### config.mk
export PLATFORM = sky130hd
export DESIGN_NAME = us_timer_with_four_alarms
export DESIGN_NICKNAME = d
export VERILOG_FILES = /design/src/rtl/ustmr_pkg.sv /design/src/rtl/us_timer_with_four_alarms.sv
export SDC_FILE = /design/constraint.sdc
export NUM_CORES = 1
export LEC_CHECK = 0
export BUFFER_PORTS_ARGS = -buffer_cell sky130_fd_sc_hd__buf_2
export CAP_MARGIN = 30
export CORE_MARGIN = 8
export CORE_UTILIZATION = 45
export CTS_BUF_LIST = sky130_fd_sc_hd__clkbuf_2 sky130_fd_sc_hd__clkbuf_4 sky130_fd_sc_hd__clkbuf_8
export DETAILED_ROUTE_END_ITERATION = 10
export GPL_TIMING_DRIVEN = 1
export SLEW_MARGIN = 20
export SYNTH_ARGS = -nofsm -noshare
export SYNTH_HDL_FRONTEND = slang
export SYNTH_SLANG_ARGS = --single-unit
export TNS_END_PERCENT = 20
### constraint.sdc
create_clock -name clk -period 4.8 [get_ports clk]
set_clock_uncertainty 0.2 [all_clocks]
set_input_delay 1.44 -clock clk [delete_from_list [all_inputs] [get_ports clk]]
set_output_delay 1.44 -clock clk [all_outputs]
set_load 0.02 [all_outputs]
### src/rtl/ustmr_pkg.sv
// Shared constants for the microsecond timer: command and alias codes,
// register offsets and field widths. No dependencies.
`default_nettype none

package ustmr_pkg;

    localparam int ALARM_COUNT_DEF = 4;
    localparam int ALARM_MAX       = 4;

    localparam int CMD_W  = 2;
    localparam int OFF_W  = 8;
    localparam int KIND_W = 2;
    localparam int WORD_W = 32;
    localparam int TIME_W = 64;
    localparam int IRQ_W  = 4;

    typedef logic [CMD_W-1:0]  cmd_t;
    typedef logic [OFF_W-1:0]  off_t;
    typedef logic [KIND_W-1:0] kind_t;
    typedef logic [WORD_W-1:0] word_t;
    typedef logic [IRQ_W-1:0]  irq_t;

    localparam cmd_t CMD_READ  = 2'd0;
    localparam cmd_t CMD_WRITE = 2'd1;
    localparam cmd_t CMD_TICK  = 2'd2;

    localparam kind_t ALIAS_PLAIN = 2'd0;
    localparam kind_t ALIAS_XOR   = 2'd1;
    localparam kind_t ALIAS_SET   = 2'd2;
    localparam kind_t ALIAS_CLR   = 2'd3;

    localparam off_t OFF_TIMEHW   = 8'h00;
    localparam off_t OFF_TIMELW   = 8'h04;
    localparam off_t OFF_TIMEHR   = 8'h08;
    localparam off_t OFF_TIMELR   = 8'h0C;
    localparam off_t OFF_ALARM0   = 8'h10;
    localparam off_t OFF_ARMED    = 8'h20;
    localparam off_t OFF_TIMERAWH = 8'h24;
    localparam off_t OFF_TIMERAWL = 8'h28;
    localparam off_t OFF_PAUSE    = 8'h30;
    localparam off_t OFF_INTR     = 8'h3C;
    localparam off_t OFF_INTE     = 8'h40;
    localparam off_t OFF_INTF     = 8'h44;
    localparam off_t OFF_INTS     = 8'h48;

    localparam int ALARM_STRIDE = 4;

endpackage

`default_nettype wire

### src/rtl/us_timer_with_four_alarms.sv
// Microsecond timer with up to four alarm comparators behind a register window.
// Depends on ustmr_pkg.
//
// Usage:
//   Input channel (in_valid / in_stall) carries one item per transfer: a bus
//   read, a bus write (plain, XOR, SET or CLR alias) or a tick of tick_us
//   microseconds. Output channel (out_valid / out_stall) returns one result
//   item per input item, in order: rdata, irq_pulse, irq_level.
//   Pipeline: 2 register stages, input and result. An accepted item waits in
//   the input register until it fires, and its result goes to the result register.
//   Throughput: one item per cycle while no result is stalled. The figure is
//   set by the single state update stage, whose longest path is the 64-bit
//   tick add feeding the 32-bit alarm compares.
//   Stall: while out_stall holds a result, one more item is taken into the
//   input register; after that in_stall rises until the result is taken.
//   Reset: rst_n clears the count, alarm targets, masks, pause flag and both
//   stages; no item is held and in_stall is low out of reset.
`default_nettype none

module us_timer_with_four_alarms #(
    parameter int ALARM_COUNT = ustmr_pkg::ALARM_COUNT_DEF
) (
    input  wire logic             clk,
    input  wire logic             rst_n,
    input  wire logic             in_valid,
    output logic                  in_stall,
    input  wire ustmr_pkg::cmd_t  cmd,
    input  wire ustmr_pkg::off_t  reg_offset,
    input  wire ustmr_pkg::kind_t alias_kind,
    input  wire ustmr_pkg::word_t wdata,
    input  wire ustmr_pkg::word_t tick_us,
    output logic                  out_valid,
    input  wire logic             out_stall,
    output ustmr_pkg::word_t      rdata,
    output ustmr_pkg::irq_t       irq_pulse,
    output ustmr_pkg::irq_t       irq_level
);

    typedef logic [ALARM_COUNT-1:0] amask_t;

    // Input register
    logic                  in_valid_reg;
    ustmr_pkg::cmd_t       cmd_reg;
    ustmr_pkg::off_t       off_reg;
    ustmr_pkg::kind_t      kind_reg;
    ustmr_pkg::word_t      wdata_reg;
    ustmr_pkg::word_t      tick_reg;

    // Timer state
    logic [ustmr_pkg::TIME_W-1:0] time_reg,  time_next;
    ustmr_pkg::word_t             target_reg [ALARM_COUNT];
    ustmr_pkg::word_t             target_next [ALARM_COUNT];
    amask_t                       armed_reg, armed_next;
    amask_t                       raw_reg,   raw_next;
    amask_t                       inte_reg,  inte_next;
    amask_t                       intf_reg,  intf_next;
    logic                         paused_reg, paused_next;

    // Result register
    logic                  out_valid_reg;
    ustmr_pkg::word_t      rdata_reg;
    ustmr_pkg::irq_t       pulse_reg;
    ustmr_pkg::irq_t       level_reg;

    logic                  fire;
    logic                  accept;
    amask_t                alarm_hit;
    ustmr_pkg::word_t      rd_cur;
    ustmr_pkg::word_t      wr_val;
    amask_t                status_cur;
    amask_t                status_after;
    amask_t                pulse_next;
    ustmr_pkg::word_t      rdata_next;

    assign fire     = in_valid_reg && (!out_valid_reg || !out_stall);
    assign in_stall = in_valid_reg && !fire;
    assign accept   = in_valid && !in_stall;

    assign out_valid = out_valid_reg;
    assign rdata     = rdata_reg;
    assign irq_pulse = pulse_reg;
    assign irq_level = level_reg;

    assign status_cur = (raw_reg | intf_reg) & inte_reg;

    always_comb
    begin
        for (int i = 0; i < ALARM_COUNT; i++)
        begin
            alarm_hit[i] = (off_reg == ustmr_pkg::off_t'(ustmr_pkg::OFF_ALARM0
                            + ustmr_pkg::ALARM_STRIDE * i));
        end
    end

    // Register read, shared by bus reads and aliased writes
    always_comb
    begin
        rd_cur = '0;
        case (off_reg)
            ustmr_pkg::OFF_TIMEHR:
                rd_cur = (|raw_reg) ? ustmr_pkg::word_t'(1)
                                    : time_reg[ustmr_pkg::TIME_W-1:ustmr_pkg::WORD_W];
            ustmr_pkg::OFF_TIMELR,
            ustmr_pkg::OFF_TIMERAWL: rd_cur = time_reg[ustmr_pkg::WORD_W-1:0];
            ustmr_pkg::OFF_TIMERAWH:
                rd_cur = time_reg[ustmr_pkg::TIME_W-1:ustmr_pkg::WORD_W];
            ustmr_pkg::OFF_ARMED:    rd_cur = ustmr_pkg::word_t'(armed_reg);
            ustmr_pkg::OFF_PAUSE:    rd_cur = ustmr_pkg::word_t'(paused_reg);
            ustmr_pkg::OFF_INTR:     rd_cur = ustmr_pkg::word_t'(raw_reg);
            ustmr_pkg::OFF_INTE:     rd_cur = ustmr_pkg::word_t'(inte_reg);
            ustmr_pkg::OFF_INTF:     rd_cur = ustmr_pkg::word_t'(intf_reg);
            ustmr_pkg::OFF_INTS:     rd_cur = ustmr_pkg::word_t'(status_cur);
            default:                 rd_cur = '0;
        endcase
        for (int i = 0; i < ALARM_COUNT; i++)
        begin
            if (alarm_hit[i])
            begin
                rd_cur = target_reg[i];
            end
        end
    end

    always_comb
    begin
        case (kind_reg)
            ustmr_pkg::ALIAS_XOR: wr_val = rd_cur ^ wdata_reg;
            ustmr_pkg::ALIAS_SET: wr_val = rd_cur | wdata_reg;
            ustmr_pkg::ALIAS_CLR: wr_val = rd_cur & ~wdata_reg;
            default:              wr_val = wdata_reg;
        endcase
    end

    // State update for the item in the input register
    always_comb
    begin
        logic [ustmr_pkg::TIME_W-1:0] sum;
        ustmr_pkg::word_t             diff;
        logic                         status_pulse;
        amask_t                       tick_pulse;

        time_next    = time_reg;
        armed_next   = armed_reg;
        raw_next     = raw_reg;
        inte_next    = inte_reg;
        intf_next    = intf_reg;
        paused_next  = paused_reg;
        status_pulse = 1'b0;
        tick_pulse   = '0;
        rdata_next   = '0;
        diff         = '0;
        sum          = time_reg + ustmr_pkg::TIME_W'(tick_reg);
        for (int i = 0; i < ALARM_COUNT; i++)
        begin
            target_next[i] = target_reg[i];
        end

        case (cmd_reg)
            ustmr_pkg::CMD_READ:
            begin
                rdata_next = rd_cur;
            end
            ustmr_pkg::CMD_WRITE:
            begin
                for (int i = 0; i < ALARM_COUNT; i++)
                begin
                    if (alarm_hit[i])
                    begin
                        target_next[i] = wr_val;
                        armed_next[i]  = 1'b1;
                    end
                end
                case (off_reg)
                    ustmr_pkg::OFF_TIMEHW:
                        time_next[ustmr_pkg::TIME_W-1:ustmr_pkg::WORD_W] = wr_val;
                    ustmr_pkg::OFF_TIMELW:
                        time_next[ustmr_pkg::WORD_W-1:0] = wr_val;
                    ustmr_pkg::OFF_ARMED:
                        armed_next = armed_reg & ~wr_val[ALARM_COUNT-1:0];
                    ustmr_pkg::OFF_PAUSE:
                        paused_next = wr_val[0];
                    ustmr_pkg::OFF_INTR:
                        raw_next = raw_reg & ~wr_val[ALARM_COUNT-1:0];
                    ustmr_pkg::OFF_INTE:
                    begin
                        inte_next    = wr_val[ALARM_COUNT-1:0];
                        status_pulse = 1'b1;
                    end
                    ustmr_pkg::OFF_INTF:
                    begin
                        intf_next    = wr_val[ALARM_COUNT-1:0];
                        status_pulse = 1'b1;
                    end
                    default:
                    begin
                        status_pulse = 1'b0;
                    end
                endcase
            end
            ustmr_pkg::CMD_TICK:
            begin
                if (!paused_reg && (tick_reg != '0))
                begin
                    time_next = sum;
                    for (int i = 0; i < ALARM_COUNT; i++)
                    begin
                        // fire when the wrapped difference is non-negative
                        diff = sum[ustmr_pkg::WORD_W-1:0] - target_reg[i];
                        if (armed_reg[i] && !diff[ustmr_pkg::WORD_W-1])
                        begin
                            raw_next[i]   = 1'b1;
                            armed_next[i] = 1'b0;
                            tick_pulse[i] = inte_reg[i];
                        end
                    end
                end
            end
            default:
            begin
                rdata_next = '0;
            end
        endcase

        status_after = (raw_next | intf_next) & inte_next;
        pulse_next   = status_pulse ? status_after : tick_pulse;
    end

    always_ff @(posedge clk or negedge rst_n)
    begin
        if (!rst_n)
        begin
            in_valid_reg <= 1'b0;
        end
        else if (accept)
        begin
            in_valid_reg <= 1'b1;
        end
        else if (fire)
        begin
            in_valid_reg <= 1'b0;
        end
    end

    always_ff @(posedge clk)
    begin
        if (accept)
        begin
            cmd_reg   <= cmd;
            off_reg   <= reg_offset;
            kind_reg  <= alias_kind;
            wdata_reg <= wdata;
            tick_reg  <= tick_us;
        end
    end

    always_ff @(posedge clk or negedge rst_n)
    begin
        if (!rst_n)
        begin
            time_reg   <= '0;
            armed_reg  <= '0;
            raw_reg    <= '0;
            inte_reg   <= '0;
            intf_reg   <= '0;
            paused_reg <= 1'b0;
            for (int i = 0; i < ALARM_COUNT; i++)
            begin
                target_reg[i] <= '0;
            end
        end
        else if (fire)
        begin
            time_reg   <= time_next;
            armed_reg  <= armed_next;
            raw_reg    <= raw_next;
            inte_reg   <= inte_next;
            intf_reg   <= intf_next;
            paused_reg <= paused_next;
            for (int i = 0; i < ALARM_COUNT; i++)
            begin
                target_reg[i] <= target_next[i];
            end
        end
    end

    always_ff @(posedge clk or negedge rst_n)
    begin
        if (!rst_n)
        begin
            out_valid_reg <= 1'b0;
        end
        else if (fire)
        begin
            out_valid_reg <= 1'b1;
        end
        else if (!out_stall)
        begin
            out_valid_reg <= 1'b0;
        end
    end

    always_ff @(posedge clk)
    begin
        if (fire)
        begin
            rdata_reg <= rdata_next;
            pulse_reg <= ustmr_pkg::irq_t'(pulse_next);
            level_reg <= ustmr_pkg::irq_t'(status_after);
        end
    end

endmodule

`default_nettype wire

==> results.ini <==
[placed_design]
hpwl_um=54380
gp_congestion=0.9441
placed_area_mm2=0.02448
port_buffers=121

[power_and_ir_drop]
power_density_mw_per_mm2=493.3
p_leak_nw=11.89
ir_drop_uv=237.2

[worst_setup_path]
crit_path_end_kind=register
cp.arrival_ns=6.12
reg2reg_depth=27
cp_max_fo=2
crit_type=reg2reg
crit_required_ns=5.07
cp_slowest_cell=edfxtp_1
worst-path-buf-inv=2
critPathMaxStageDelay_ns=0.40
start_kind=register
critPathTopFamily=compound AO/OA/AOI/OAI gates
cp.depth=27
crit_path_frequent_cell=nor2_1

[die]
coreArea_mm2=0.04745
die_width_um=234.4
io-pin-count=122
rows=80
start_util_pct=45.25
die_y_um=234.4
die-area_mm2=0.05495

[yosys]
syn-num-nets=2559
ys_types=90
synthFlopType=dfrtp_1
syn_area_mm2=0.02147
synth_area_leader_cell=dfrtp_1
yosys-top-cells-area=dfrtp_1 25%, edfxtp_1 16%, ha_1 11%, o21ai_0 4.0%, a21oi_1 3.8%
async_reset_ff_share_pct=64.53
synth_seq_cells=327
syn_inst=2283
avgSynthCellArea_um2=9.403
ys_warn_count=0
yosysSeqAreaShare_pct=40.82
netlist.area_leader.share_pct=24.59
synth_edf_count=116

[detailed_routing]
drc=1
viasPerCell=5.834
wirelength_um=73770
dr.pass1.iters=9
dr_total_vias=19170
wire_per_inst_um=22.45
antenna_left=0
drtIter0Drc=1552

[finish]
nNetsFinal=2898
finalInstanceArea_mm2=0.02604
largest_reg_flops=128
syn_to_final_growth_pct=21.30
fill_cells=4410
fin_util_pct=54.88
insertedDiodeCount=0
drive_gt1_share_pct=24.67

[flow_run]
cap_violations=0

[global_routing]
grt_max_degree=96
grt_pass1_vias=19130
grt_pass1_wl_um=111900
overflow=0
antenna_found_initial=0
grt_use_total_pct=26.55

[hold_path]
min_delay_path_depth=2
min_path_type=reg2reg

[clock_network]
cts_root_buf=clkbuf_8
worstSkewPairLatency_ns=0.68
clk_path_buf_depth=3
cts-htree-levels=2
cts_tree=yes
clock_sinks=327
clk_pin_slew_ns=0.07
cts-buffers-inserted=59

[timing]
rsz0062_at_grt=yes
timing.final.crit_share_pct=121.8
hold_viol=0
fin_ws_ns=-1.047
post-route-min-period_ns=5.847
max_freq_mhz=171.0
slew_violations=0
setup_viol=16
worst_slew_margin_rel_pct=34.06
tightest_slew_ns=0.9855

[outcome]
status=complete, but fails checks
failed_checks=DRC, setup timing

[synth_stat cells, types with 18 or more instances]
library cell	n
mux2_2	70
and2_1	20
a21oi_1	165
a22oi_1	32
nor2_1	167
o21ai_0	171
clkbuf_1	99
a21o_1	36
nor4_1	18
nor3_1	23
edfxtp_1	116
xnor2_1	24
a31oi_1	18
a221oi_1	63
a211oi_1	36
nand3_1	48
nand2_1	220
nand4_1	28
mux2i_1	21
nand2b_1	19
dfrtp_1	211
and3_1	25
ha_1	195
inv_1	218
[worst paths after layout]
kind / from / endpoint / slack, ns
setup / recovery: tick_reg[0] / irq_pulse[2] / -1.05
hold / removal: target_reg[87] / target_reg[87] / 0.28
setup reg to reg: tick_reg[0] / irq_pulse[2] / -1.05
hold reg to reg: target_reg[87] / target_reg[87] / 0.28
max in group asynchronous: rst_n / target_reg[9] / 2.89
min in group asynchronous: rst_n / target_reg[90] / 0.60
[repair_timing]
item,4_1_cts,5_1_grt
pin swaps,16,25
buffers inserted,5,5
hold buffers,0,0
resized for setup,30,9
setup endpoints to repair,16,16
[cell families (layout without fill, tap and decap cells)]
family | after synthesis | in the layout | synth area share, %
compound gates | 655 | 655 | 19.79
simple gates | 614 | 614 | 13.24
buf+inv | 334 | 722 | 5.910
flops | 327 | 327 | 40.82
fa+ha+maj | 204 | 204 | 11.85
mux | 105 | 105 | 6.120
xor+xnor | 44 | 44 | 2.273
[stage by stage]
stage | hold slack [ns] | power (mW) | setup slack (ns) | instances | setup TNS (ns)
finish | 0.2829 | 12.85 | -1.047 | 3286 | -7.482
global placement | 0.2672 | 9.539 | -0.9801 | 3162 | -8.315
detailed placement | 0.2706 | 9.669 | -1.226 | 3164 | -10.79
global route | 0.2943 | 13.64 | -1.274 | 3286 | -11.02
CTS | 0.2838 | 12.74 | -0.9740 | 3279 | -6.330
floorplan | 0.2498 | 7.022 | -0.3489 | 2283 | -0.8973
[placed cells by master (no fill, tap or decap), types with 10 or more instances in the layout]
master and n:
a211oi_1 32, a21o_1 36, a21oi_1 162, a221oi_1 63
a22oi_1 32, a31oi_1 16, and2_1 19, and3_1 24
buf_2 121, buf_4 263, clkbuf_4 22, clkbuf_8 71
dfrtp_1 211, edfxtp_1 116, ha_1 192, inv_1 217
mux2_2 70, mux2i_1 21, mux4_2 14, nand2_1 214
nand2b_1 19, nand3_1 47, nand4_1 28, nor2_1 163
nor2b_1 11, nor3_1 23, nor4_1 18, o211ai_1 11
o21a_1 10, o21ai_0 167, o21ai_1 10, o22ai_1 15
o31ai_1 15, xnor2_1 22, xor2_1 13
[power by group]
part | internal [mW] | leakage [nW] | switching [mW]
registers | 3.20 | 3.88 | 0.311
logic | 3.00 | 7.34 | 3.55
clock network | 1.51 | 0.662 | 1.28
[routing by layer]
metal	part of all wire, %	GRT usage [%]	vias up
met5	0	0	-
met4	4.4	11.47	0
met3	5.1	3.217	172
met2	49	45.99	635
met1	41	33.18	9385
li1	-	-	8977
[worst min-delay path: stages (launching register included)]
cell and delay [ns]:
dfrtp_1 0.35, nand2_1 0.05, o21ai_0 0.06
[area by class of cell]
type | count | area (um2) | area share [%]
flip-flops and latches | 327 | 8763 | 33.65
clock inverters | 17 | 86.33 | 0.3315
well taps | 615 | 769.5 | 2.955
repair buffers | 392 | 2743 | 10.53
inverters | 220 | 825.8 | 3.171
clock buffers | 93 | 1142 | 4.387
multi-input cells | 1622 | 11710 | 44.97
Power figures use the tool's default switching activity.
